===== src/sv/tcw_pkg.sv =====
// Shared types, register codes and the log mantissa table for the spline warp.
package tcw_pkg;

    localparam int MAX_POINTS = 64;
    localparam int IDX_BITS   = $clog2(MAX_POINTS);
    localparam int CNT_BITS   = IDX_BITS + 1;
    localparam int COORD_BITS = 12;
    localparam int DIST_BITS  = 2 * COORD_BITS + 1;
    localparam int POS_BITS   = $clog2(DIST_BITS);
    localparam int LN_BITS    = 21;
    localparam int ACC_BITS   = 48;
    localparam logic [15:0] LN2_Q16 = 16'd45426;

    localparam logic [2:0] REG_X_OFFSET  = 3'd0;
    localparam logic [2:0] REG_X_GAIN_X  = 3'd1;
    localparam logic [2:0] REG_X_GAIN_Y  = 3'd2;
    localparam logic [2:0] REG_Y_OFFSET  = 3'd3;
    localparam logic [2:0] REG_Y_GAIN_X  = 3'd4;
    localparam logic [2:0] REG_Y_GAIN_Y  = 3'd5;
    localparam logic [2:0] REG_ACTIVE    = 3'd6;

    localparam logic REQ_LOAD = 1'b0;
    localparam logic REQ_MAP  = 1'b1;

    typedef struct packed {
        logic                         req_type;
        logic [5:0]                   point_index;
        logic [COORD_BITS-1:0]        point_x;
        logic [COORD_BITS-1:0]        point_y;
        logic signed [31:0]           weight_x;
        logic signed [31:0]           weight_y;
        logic [COORD_BITS-1:0]        pixel_x;
        logic [COORD_BITS-1:0]        pixel_y;
    } req_t;

    typedef struct packed {
        logic signed [31:0] mapped_x;
        logic signed [31:0] mapped_y;
    } rsp_t;

    typedef struct packed {
        logic [COORD_BITS-1:0] cx;
        logic [COORD_BITS-1:0] cy;
        logic [31:0]           wx;
        logic [31:0]           wy;
    } point_t;

    typedef enum logic [4:0] {
        ST_IDLE, ST_A0, ST_A1, ST_A2, ST_A3, ST_A4,
        ST_RD, ST_SX, ST_SY, ST_SD, ST_SL, ST_SU,
        ST_W0, ST_W1, ST_W2, ST_W3, ST_W4, ST_FIN
    } tcw_state_t;

    typedef logic [15:0] ln_tab_t [64];

    function automatic logic [63:0] const_div(input logic [63:0] a, input logic [63:0] b);
        logic [63:0] q;
        logic [64:0] rem;
        q   = '0;
        rem = '0;
        for (int i = 63; i >= 0; i--)
        begin
            rem = {rem[63:0], a[i]};
            if (rem >= {1'b0, b})
            begin
                rem  = rem - {1'b0, b};
                q[i] = 1'b1;
            end
        end
        return q;
    endfunction

    function automatic ln_tab_t build_ln_tab();
        ln_tab_t     t;
        logic [63:0] z;
        logic [63:0] z2;
        logic [63:0] term;
        logic [63:0] sum;
        logic [63:0] n;
        logic [63:0] r;
        for (int k = 0; k < 64; k++)
        begin
            z    = const_div(64'(k) << 32, 64'd128 + 64'(k));
            z2   = (z * z) >> 32;
            term = z;
            sum  = 64'd0;
            n    = 64'd1;
            for (int i = 0; i < 40; i++)
            begin
                if (term != 64'd0)
                begin
                    sum  = sum + const_div(term, n);
                    term = (term * z2) >> 32;
                    n    = n + 64'd2;
                end
            end
            r    = (64'd2 * sum + 64'd32768) >> 16;
            t[k] = r[15:0];
        end
        return t;
    endfunction

    localparam ln_tab_t LN_TAB = build_ln_tab();

endpackage


===== src/sv/tcw_ln_unit.sv =====
// Fixed-point natural log of the squared distance: leading one plus mantissa table.
module tcw_ln_unit (
    input  logic [tcw_pkg::DIST_BITS-1:0] d,
    output logic [tcw_pkg::LN_BITS-1:0]   ln
);
    import tcw_pkg::*;

    logic [POS_BITS-1:0]  pos;
    logic [DIST_BITS-1:0] norm;
    logic [5:0]           k;

    always_comb
    begin
        pos = '0;
        for (int i = 1; i < DIST_BITS; i++)
        begin
            if (d[i])
            begin
                pos = POS_BITS'(i);
            end
        end
        norm = d << (POS_BITS'(DIST_BITS - 1) - pos);
        k    = norm[DIST_BITS-2 -: 6];
        ln   = LN_BITS'(pos) * LN_BITS'(LN2_Q16) + LN_BITS'(LN_TAB[k]);
    end
endmodule


===== config.mk =====
export PLATFORM = sky130hd
export DESIGN_NAME = tcw_ln_unit
export DESIGN_NICKNAME = d
export VERILOG_FILES = /design/src/sv/tcw_pkg.sv /design/src/sv/tcw_ln_unit.sv
export SDC_FILE = /design/constraint.sdc
export NUM_CORES = 1
export LEC_CHECK = 0
export BUFFER_PORTS_ARGS = -buffer_cell sky130_fd_sc_hd__buf_2
export CAP_MARGIN = 20
export CORE_ASPECT_RATIO = 2
export CORE_UTILIZATION = 60
export DETAILED_ROUTE_END_ITERATION = 10
export PLACE_DENSITY = 0.81
export SLEW_MARGIN = 20
export SYNTH_ARGS = -nofsm -noshare
export SYNTH_HDL_FRONTEND = slang
export SYNTH_SLANG_ARGS = --single-unit

===== constraint.sdc =====
create_clock -name vclk -period 11.3
set_input_delay 0.565 -clock vclk [all_inputs]
set_output_delay 0.565 -clock vclk [all_outputs]
set_load 0.01 [all_outputs]

* Yosys cells after proc, flatten, opt, wreduce, memory -nomap -nowiden
Memories as Yosys holds them, arrays and structs flattened. Index checks and enable logic that the tools add are counted.
Storage, ports and cells: flip-flop bits (word level) 0, output and inout port bits 21, memories 1, word-level logic and storage cells 33, input port bits 25, bits in read-only memories 1024
Operators by class: shift-type cells 1, $add $sub $neg 2, muxes and demuxes 26, multiply operators 1, bitwise operators 1, magnitude comparators 1
Memories:
- (no name shown) | words 64, bits a word 16, rd ports 1, clocked after Yosys merged registers in 0, write ports 0, line tcw_ln_unit.sv:24 | ln = LN_BITS'(pos) * LN_BITS'(LN2_Q16) + LN_BITS'(LN_TAB[k]);
Operator list (count):
- 5-bit 2-to-1 mux | 23
- 16-bit 2-to-1 mux | 2
- 25-bit by 5-bit << shifter with 24-bit output | 1
- 21-bit by 16-bit adder with 21-bit output | 1
- 5-bit by 15-bit multiplier with 20-bit output (second input constant) | 1
- 7-bit greater-or-equal comparator (second input constant) | 1
- 6-bit NOT with 7-bit output | 1
- 5-bit subtractor (first input constant) | 1
- 1-bit 2-to-1 mux | 1

* Longest topological paths before layout
Gate-level depths: netlist of the first run.
depth after elaboration 31, depth in mapped cells 43, gate-level depth less buffers 40

* Worst setup path after synthesis of the first run
OpenSTA, ideal clock, no wires.
path kind input port to output port, start point input port d[21] in the netlist's numbering, end point output port ln[20] in the netlist's numbering, arrival 7249 ps, buffers on the path 7, required time 10735 ps, slack 3486 ps, stages on the path 34, cells stage by stage buf_2 -> nor2_1 -> a211oi_4 -> nand3_2 -> o21a_1 -> buf_6 -> ha_1 -> clkbuf_1 -> clkbuf_1 -> mux2i_1 -> o2111ai_1 -> a21oi_1 -> nor4_1 -> nand4b_1 -> buf_2 -> inv_2 -> ha_1 -> clkbuf_1 -> clkbuf_1 -> o22ai_1 -> a211oi_1 -> a211oi_1 -> ha_1 -> a21oi_1 -> o21bai_1 -> a21o_1 -> a21oi_1 -> o21ai_0 -> o41ai_1 -> o2111ai_1 -> a21o_1 -> and3_1 -> nand3b_1 -> xnor2_1
On the way: cells in the longest elaborated chain, start to end 11, elaborated cells between the ends (all ways) 12, classes of those cells add/sub: 2; mul: 1; shift: 1; mux: 6; bitwise: 1; memory: 1
RTL lines:
- start, declared | line tcw_ln_unit.sv:3 | input logic [tcw_pkg::DIST_BITS-1:0] d,
- 5-bit 2-to-1 mux (4 in a row) | line tcw_ln_unit.sv:17 | if (d[i])
- 5-bit subtractor | line tcw_ln_unit.sv:22 | norm = d << (POS_BITS'(DIST_BITS - 1) - pos);
- 25-bit by 5-bit << shifter with 24-bit output | line tcw_ln_unit.sv:22
- 6-bit NOT with 7-bit output (implied by the code) | line tcw_ln_unit.sv:24
- memory read 64 x 16 bit
- 16-bit 2-to-1 mux (implied by the code) (2 in a row) | line tcw_ln_unit.sv:24
- 21-bit by 16-bit adder with 21-bit output * | line tcw_ln_unit.sv:24
- end, declared | line tcw_ln_unit.sv:4 | output logic [tcw_pkg::LN_BITS-1:0] ln
Mark *: on every way between the ends. The rest lies on a longest branch, timed or not. The select of a mux whose other input is x is not followed.

* Worst setup path in the final report of the first run
start point input port d[24] in the netlist's numbering, end point output port ln[20] in the netlist's numbering
On the way: cells in the longest elaborated chain, start to end 8, elaborated cells between the ends (all ways) 9, classes of those cells add/sub: 2; mul: 1; shift: 1; mux: 3; bitwise: 1; memory: 1
RTL lines (line):
- 5-bit 2-to-1 mux | tcw_ln_unit.sv:17
- 5-bit subtractor | tcw_ln_unit.sv:22
- 25-bit by 5-bit << shifter with 24-bit output | tcw_ln_unit.sv:22
- 6-bit NOT with 7-bit output (implied by the code) | tcw_ln_unit.sv:24
- memory read 64 x 16 bit
- 16-bit 2-to-1 mux (implied by the code) (2 in a row) | tcw_ln_unit.sv:24
- 21-bit by 16-bit adder with 21-bit output * | tcw_ln_unit.sv:24
Marked as above.

==> results of run 1 <==
==> per-stage QoR <==
stage	instance area, µm²	total power [mW]	worst slack [ns]
after floorplan	4590	0.789	3.49
after global placement	4820	1.06	2.25
after detailed placement	4820	1.09	2.02
after CTS	4820	1.09	1.98
after global routing	4820	1.20	1.18
final	4820	1.11	1.74
==> how the worst max path moves through the flow <==
| stage | slack, ns | cells after the start | to |
|---|---|---|---|
| 5_1_grt | 1.18 | 39 | ln[20] |
| 3_5_place_dp | 2.02 | 32 | ln[20] |
| 6_report | 1.74 | 32 | ln[20] |
| 3_3_place_gp | 2.25 | 32 | ln[20] |
| 4_1_cts | 1.98 | 32 | ln[20] |
| 2_1_floorplan | 3.49 | 34 | ln[20] |
==> area by class of cell <==
| type | instances | area (µm²) | share of cell area, % |
|---|---|---|---|
| well taps | 92 | 115 | 2.39 |
| multi-input cells | 563 | 4240 | 88.0 |
| inverters | 46 | 175 | 3.63 |
| repair buffers | 54 | 290 | 6.02 |
==> placed cells by master (no fill, tap or decap), types with 13 or more instances in the layout <==
| cell | instances |
|---|---|
| nor2_1 | 62 |
| buf_2 | 46 |
| nor3_1 | 22 |
| o21ai_0 | 29 |
| nand2_1 | 53 |
| xnor2_1 | 20 |
| ha_1 | 55 |
| mux2i_1 | 15 |
| o211ai_1 | 19 |
| nand3_1 | 18 |
| inv_1 | 42 |
| a21oi_1 | 45 |
| a211oi_1 | 13 |
==> cells by family (layout without fill, tap and decap cells) <==
group,after synthesis,in the layout,share of synthesized area [%]
buf+inv,86,100,8.01
simple gates,210,210,22.6
compound gates,228,228,34.9
xor+xnor,33,33,7.03
fa+ha+maj,64,64,18.9
mux,28,28,8.50
==> layer usage <==
metal / vias up / part of all wire (%) / GRT usage [%]
li1: 2475 / - / -
met1: 2530 / 35 / 40.5
met2: 321 / 51 / 69.0
met3: 87 / 6.0 / 1.99
met4: 0 / 8.1 / 27.3
met5: - / 0 / 0
==> power by group through the flow <==
stage	Combinational [mW]	Clock (mW)	Sequential, mW
2_1_floorplan	0.789	0	0
3_3_place_gp	1.06	0	0
3_5_place_dp	1.09	0	0
4_1_cts	1.09	0	0
5_1_grt	1.20	0	0
6_report	1.11	0	0
==> cells in the mapped netlist (all sizes together), types with 5 or more instances <==
| cell | count | area share, % |
|---|---|---|
| a211o | 6 | 1.1 |
| a211oi | 14 | 2.6 |
| a21o | 8 | 1.3 |
| a21oi | 46 | 5.1 |
| a22oi | 8 | 1.3 |
| a31oi | 7 | 0.95 |
| and2 | 6 | 0.82 |
| and3 | 5 | 0.68 |
| buf | 26 | 3.1 |
| clkbuf | 14 | 1.1 |
| fa | 9 | 3.9 |
| ha | 55 | 15 |
| inv | 44 | 3.7 |
| mux2 | 5 | 1.3 |
| mux2i | 15 | 3.3 |
| mux4 | 8 | 3.9 |
| nand2 | 54 | 4.6 |
| nand2b | 8 | 1.1 |
| nand3 | 19 | 2.2 |
| nor2 | 63 | 5.3 |
| nor2b | 9 | 1.4 |
| nor3 | 23 | 2.8 |
| nor4 | 6 | 0.95 |
| o2111ai | 8 | 1.5 |
| o211ai | 20 | 3.4 |
| o21a | 7 | 1.1 |
| o21ai | 42 | 4.8 |
| o21bai | 7 | 1.1 |
| o22ai | 5 | 0.68 |
| o311ai | 6 | 1.1 |
| o32ai | 5 | 1.1 |
| xnor2 | 22 | 4.8 |
| xor2 | 11 | 2.3 |
==> worst max-delay path: cells and delay by family <==
kind | cells | cell delay (ns)
adder cells (fa/ha/maj) | 3 | 1.25
XOR/XNOR | 1 | 0.11
buffers and inverters | 5 | 1.11
AND/OR/NAND/NOR | 7 | 1.17
AO/OA/AOI/OAI | 16 | 4.75
==> key figures, run 1 <==
Routing
  – Antenna Nets Post-Route: 0
  – Post-route DRC: 0
  – TritonRoute pass-1 iters: 6
  – Drt wl/cell: 20.5 µm
  – Via count: 5413
  – Total wire length: 15500 µm
  – Drt first-iter violations: 690
  – Vias/cell: 7.17

GRT
  – Vias in the first global route: 5074
  – First-pass GRT wire length: 24800 µm
  – Gr usage total: 38.1%
  – Initial antenna violation count: 0
  – Total congestion overflow: 0
  – Pin count of the biggest net entering global routing: 43

Logic synthesis
  – Post-Syn Instances: 649
  – Distinct cells, synth: 90
  – Sequential element share of the synthesized area: 0%
  – Yosys Warn Count: 0
  – Mapped Nets: 738
  – Syn avg cell area: 7.08 µm²
  – Mapped cell area: 4590 µm²

Die
  – Core Region: 7320 µm²
  – Die Height: 126 µm
  – Site row count: 44
  – Die ar.: 8030 µm²
  – I/O pins: 46
  – Die X: 63.9 µm
  – Initial Util: 62.7%

STA
  – Total negative setup slack: 0 ns
  – Final slew viol count: 0
  – Worst-margin pin slew: 0.981 ns
  – Tcrit/Tclk final: 84.6%
  – Fin. Hold Viols: 0
  – WHS: 2.19 ns
  – Finish-stage setup viols: 0
  – RSZ-0062 raised after global routing: no
  – Max-slew headroom: 34.6%
  – FMAX: 105 MHz
  – Final Critical Period: 9.56 ns

Min path
  – Worst Hold End: ln[20]
  – Type of the worst min-delay path: in -> out
  – WHS Path Cells: 7
  – Hold path startpoint: d[17]

Finish
  – Nets@finish: 754
  – Post-Layout Cell Count: 755
  – Final Util: 65.9%
  – Layout cells sized above 1: 13.4%
  – FF+latch count: 0
  – Fillers: 671
  – Area Growth Syn to Fin: 5.04%
  – Clock buf count: 0
  – ANT cells: 0
  – Register Area: 0 µm²

Clock network
  – Post-CTS Resized: 0
  – Post-CTS setup buffer count: 0
  – # hold bufs at CTS: 0

Placed design
  – PortBufs: 46
  – Post-detail-place hpwl: 12000 µm
  – Cell total after placement: 755
  – Placer Congestion: 1.05

Critical path
  – Crit path arrival time: 9.00 ns
  – Critical path's largest stage delay: 0.77 ns
  – Critical Path Most Common Cell: ha_1
  – CP startpoint kind: primary input
  – CP max-delay cell: a22oi_1
  – Worst setup path start: d[24]
  – Critical Path Sink Type: output port
  – Critical path type: in -> out
  – CP Data Required Time: 10.74 ns
  – Worst-path fanout max: 15

Power and ir drop
  – Cell internal pwr: 0.447 mW
  – Psw: 0.664 mW
  – Sequential power share: 0%
  – Comb power frac: 100.0%
  – Switching Share: 59.8%
  – Power density cells: 230 nW/µm²
  – Clock power frac: 0%
  – Worst IR Drop VDD: 0.000451 V
  – Leakage dissipation: 2.07 nW

Run status
  – Status: finished clean

Job
  – Max Cap Viol: 0
Power figures use the tool's default switching activity.
==> run 2, diff against run 1 <==
- CORE_UTILIZATION: 60 -> 58
- PLACE_DENSITY: 0.81 -> 0.82
- clock period: 11.3 -> 8.3 ns (I/O delays scaled with it)
==> key figures, run 2 (synthesis gave the netlist of run 1 again) <==
Min path
  – Hold path startpoint: d[22]
  – WHS Path Cells: 7
  – Type of the worst min-delay path: in -> out
  – Worst Hold End: ln[2]

Die
  – Initial Util: 60.4%
  – Core Region: 7600 µm²
  – Die Height: 128 µm
  – I/O pins: 46
  – Die ar.: 8300 µm²
  – Site row count: 45
  – Die X: 64.9 µm

Power and ir drop
  – Worst IR Drop VDD: 0.000468 V
  – Power density cells: 318 nW/µm²
  – Leakage dissipation: 2.25 nW

Critical path
  – Critical path's largest stage delay: 0.56 ns
  – Crit path arrival time: 7.41 ns
  – CP Data Required Time: 7.89 ns
  – CP startpoint kind: primary input
  – Critical Path Most Common Cell: nor3_1
  – CP max-delay cell: or4_1
  – Critical Path Sink Type: output port
  – Worst-path fanout max: 9
  – Critical path type: in -> out

STA
  – Final slew viol count: 0
  – Tcrit/Tclk final: 94.3%
  – WHS: 1.90 ns
  – Finish-stage setup viols: 0
  – Worst-margin pin slew: 0.808 ns
  – Setup ws final: 0.475 ns
  – Fin. Hold Viols: 0
  – Final Critical Period: 7.83 ns
  – Max-slew headroom: 45.7%
  – FMAX: 128 MHz

Finish
  – Clock buf count: 0
  – ANT cells: 0
  – Layout cells sized above 1: 19.9%
  – Area Growth Syn to Fin: 12.7%
  – Register Area: 0 µm²
  – Nets@finish: 789
  – Commonest non-fill, non-tap cell in the layout: nor2_1
  – Final Cell Area: 5170 µm²
  – Fillers: 660
  – FF+latch count: 0
  – Most frequent cells in the layout: nor2_1 (61), nand2_1 (52), ha_1 (52)

GRT
  – Initial antenna violation count: 0
  – Total congestion overflow: 0
  – First-pass GRT wire length: 26900 µm
  – Pin count of the biggest net entering global routing: 42
  – Gr usage total: 41.7%
  – Vias in the first global route: 5347

Routing
  – Drt wl/cell: 21.8 µm
  – Drt first-iter violations: 385
  – TritonRoute pass-1 iters: 5
  – Vias/cell: 7.00
  – Total wire length: 17200 µm
  – Post-route DRC: 0
  – Via count: 5546
  – Antenna Nets Post-Route: 0

Job
  – Max Cap Viol: 0

Placed design
  – Placer Congestion: 1.01
  – PortBufs: 46
  – Dpl cell area: 5080 µm²
  – Pre-CTS WS: 0.139 ns
  – Post-detail-place hpwl: 13600 µm

Run status
  – Status: finished clean
-- run 2: cell count changes in the layout (fill, tap and decap cells not counted), sizes merged --
cell	delta
buf	+35
clkinv	-1
clkinvlp	+1
-- run 2: power by group --
| group | total [mW] | internal (mW) | switching (mW) |
|---|---|---|---|
| logic | 1.65 | 0.680 | 0.965 |
| clock network | 0 | 0 | 0 |
| registers | 0 | 0 | 0 |
| total | 1.65 | 0.680 | 0.965 |
-- run 2: critical path: cells and delay by family --
kind,cells,cell delay (ns)
XOR/XNOR,1,0.12
AND/OR/NAND/NOR,16,2.30
adder cells (fa/ha/maj),3,0.73
buffers and inverters,4,0.67
AO/OA/AOI/OAI,14,3.17
-- run 2: layer usage --
metal  routed length [µm]  part of all wire, %  GRT usage, %
met2                 8810                   51          75.5
met5                    0                    0             0
met3                  991                  5.7          5.43
met1                 5790                   34          41.5
met4                 1650                  9.6          31.9
-- run 2: worst max-delay path by stage --
stage | depth (start not counted) | startpoint | slack, ns | end
2_1_floorplan | 34 | d[21] | 0.79 | ln[20]
3_3_place_gp | 36 | d[5] | 0.17 | ln[20]
3_5_place_dp | 41 | d[5] | 0.14 | ln[19]
4_1_cts | 41 | d[5] | 0.11 | ln[19]
5_1_grt | 41 | d[3] | -0.004 | ln[20]
6_report | 38 | d[5] | 0.47 | ln[20]
-- run 2: area by class of cell --
cell class                 instances  area, µm²  share of cell area, %
inverter                          46        179                   3.46
multi-input combinational        563       4310                   83.3
tap                               94        118                   2.27
timing repair buffer              89        566                   10.9
-- run 2: through the flow --
step                      cells  utilization [%]  setup TNS, ns  total power [mW]
after floorplan             649                -              0              1.07
after global placement      789             66.8              0              1.55
after detailed placement    789             66.8              0              1.57
after CTS                   789             66.8              0              1.59
after global routing        792             68.1       -0.00364              1.77
final                       792             68.1              0              1.65
-- run 2: repair_timing --
action,CTS,global route
endpoints found under the setup margin,0,9
setup buffers,0,3
gates resized for setup,0,18
hold buffers,0,0
==> run 3, diff against run 2 <==
- ABC_AREA: not set -> 1
- CORE_UTILIZATION: 58 -> 57
- PLACE_DENSITY: 0.82 -> 0.81
==> key figures, run 3 <==
Finish
  – Clock buf count: 0
  – Layout cells sized above 1: 13.4%
  – Commonest non-fill, non-tap cell in the layout: nand2_1
  – Post-Layout Cell Count: 910
  – Final Cell Area: 4660 µm²
  – Fillers: 732
  – FF+latch count: 0
  – Register Area: 0 µm²
  – Nets@finish: 909
  – Final Util: 64.6%
  – Most frequent cells in the layout: nand2_1 (225), nand3_1 (190), inv_1 (88)
  – Area Growth Syn to Fin: 9.59%
  – ANT cells: 0

Die
  – Die X: 63.1 µm
  – Site row count: 44
  – Core Region: 7210 µm²
  – Die ar.: 7830 µm²
  – Die Height: 124 µm
  – Initial Util: 59.0%
  – I/O pins: 46

Critical path
  – CP startpoint kind: primary input
  – Critical Path Most Common Cell: nand2_1
  – Crit path arrival time: 7.06 ns
  – Worst-path fanout max: 24
  – Critical Path Sink Type: output port
  – CP max-delay cell: ha_1
  – Critical path type: in -> out
  – Critical path's largest stage delay: 0.28 ns
  – CP Data Required Time: 7.89 ns

Routing
  – Drt wl/cell: 17.0 µm
  – Vias/cell: 6.10
  – Via count: 5548
  – Drt first-iter violations: 737
  – Antenna Nets Post-Route: 0
  – Post-route DRC: 0
  – TritonRoute pass-1 iters: 6
  – Total wire length: 15500 µm

STA
  – Tcrit/Tclk final: 90.1%
  – RSZ-0062 raised after global routing: no
  – Final Critical Period: 7.48 ns
  – Total negative setup slack: 0 ns
  – Setup ws final: 0.824 ns
  – Final slew viol count: 0
  – Fin. Hold Viols: 0
  – WHS: 1.60 ns
  – Worst-margin pin slew: 0.770 ns
  – Finish-stage setup viols: 0
  – Max-slew headroom: 48.1%
  – FMAX: 134 MHz

Logic synthesis
  – Sequential element share of the synthesized area: 0%
  – Mapped cell area: 4250 µm²
  – Post-synth top area share: 22.5%
  – Count leader, synth: nand2_1
  – Post-Syn Instances: 775
  – Syn avg cell area: 5.49 µm²
  – Main area contributors after synthesis: nand3_1 (22%), nand2_1 (20%), ha_1 (16%)
  – Top post-synthesis cells by count: nand2_1 (226), nand3_1 (191), inv_1 (89)
  – Largest area contributor in the netlist: nand3_1
  – Yosys Warn Count: 0
  – Distinct cells, synth: 36
  – Mapped Nets: 864

Placed design
  – PortBufs: 46
  – Pre-CTS WS: 0.659 ns
  – Placer Congestion: 1.09
  – Dpl cell area: 4590 µm²
  – Cell total after placement: 905
  – Post-detail-place hpwl: 12400 µm

Min path
  – Type of the worst min-delay path: in -> out

Job
  – Max Cap Viol: 0

Power and ir drop
  – Worst IR Drop VDD: 0.000243 V
  – Total power: 1.33 mW
  – Power density cells: 285 nW/µm²
  – Leakage dissipation: 2.68 nW

GRT
  – Vias in the first global route: 5174
  – Total congestion overflow: 0
  – Pin count of the biggest net entering global routing: 30
  – Initial antenna violation count: 0
  – Gr usage total: 39.4%
  – First-pass GRT wire length: 24300 µm

Run status
  – Status: finished clean

Clock network
  – # hold bufs at CTS: 0
-- run 3: path summary, 6_finish.rpt --
kind | startpoint | end | slack, ns | cells after the start
setup / recovery | d[2] | ln[20] | 0.82 | 62
hold / removal | d[24] | ln[2] | 1.60 | 5
-- run 3: layer usage --
metal | part of all wire, % | global-route usage [%] | up-vias | routed length, µm
met3 | 6.6 | 4.95 | 117 | 1030
met1 | 33 | 38.2 | 2451 | 5030
met4 | 8.5 | 30.2 | 0 | 1320
met5 | 0 | 0 | - | 0
met2 | 52 | 74.4 | 343 | 8080
li1 | - | - | 2637 | -
-- run 3: area by class of cell --
class,count,area (µm²),share of cell area (%)
inverters,96,364,7.81
multi-input cells,652,3750,80.5
well taps,92,115,2.47
repair buffers,68,415,8.92
repair inverters,2,12.5,0.269
-- run 3: worst max-delay path, delay by kind of cell --
family,cells,cell delay [ns]
and+or+nand+nor,41,3.39
AOI/OAI and AO/OA,9,1.50
buffers and inverters,9,1.02
adders and majority gates,2,0.55
xor gates and xnor gates,1,0.15
-- run 3: logic make-up (layout without fill, tap and decap cells) --
kind of cell	Yosys count	after routing	synth area share (%)
and+or+nand+nor	487	487	51.6
adders and majority gates	64	64	20.4
xor gates and xnor gates	31	31	6.56
buffers and inverters	123	166	12.3
AOI/OAI and AO/OA	70	70	9.06
-- run 3: timing repair --
item | 4_1_cts | 5_1_grt
endpoints found under the hold margin | 0 | 0
buffers inserted | 0 | 3
gates resized for setup | 0 | 10
endpoints found under the setup margin | 0 | 5
-- run 3: report_power, final --
group | switching (mW) | total (mW) | internal (mW) | leakage, nW
sequential | 0 | 0 | 0 | 0
clock | 0 | 0 | 0 | 0
combinational | 0.837 | 1.33 | 0.493 | 2.68
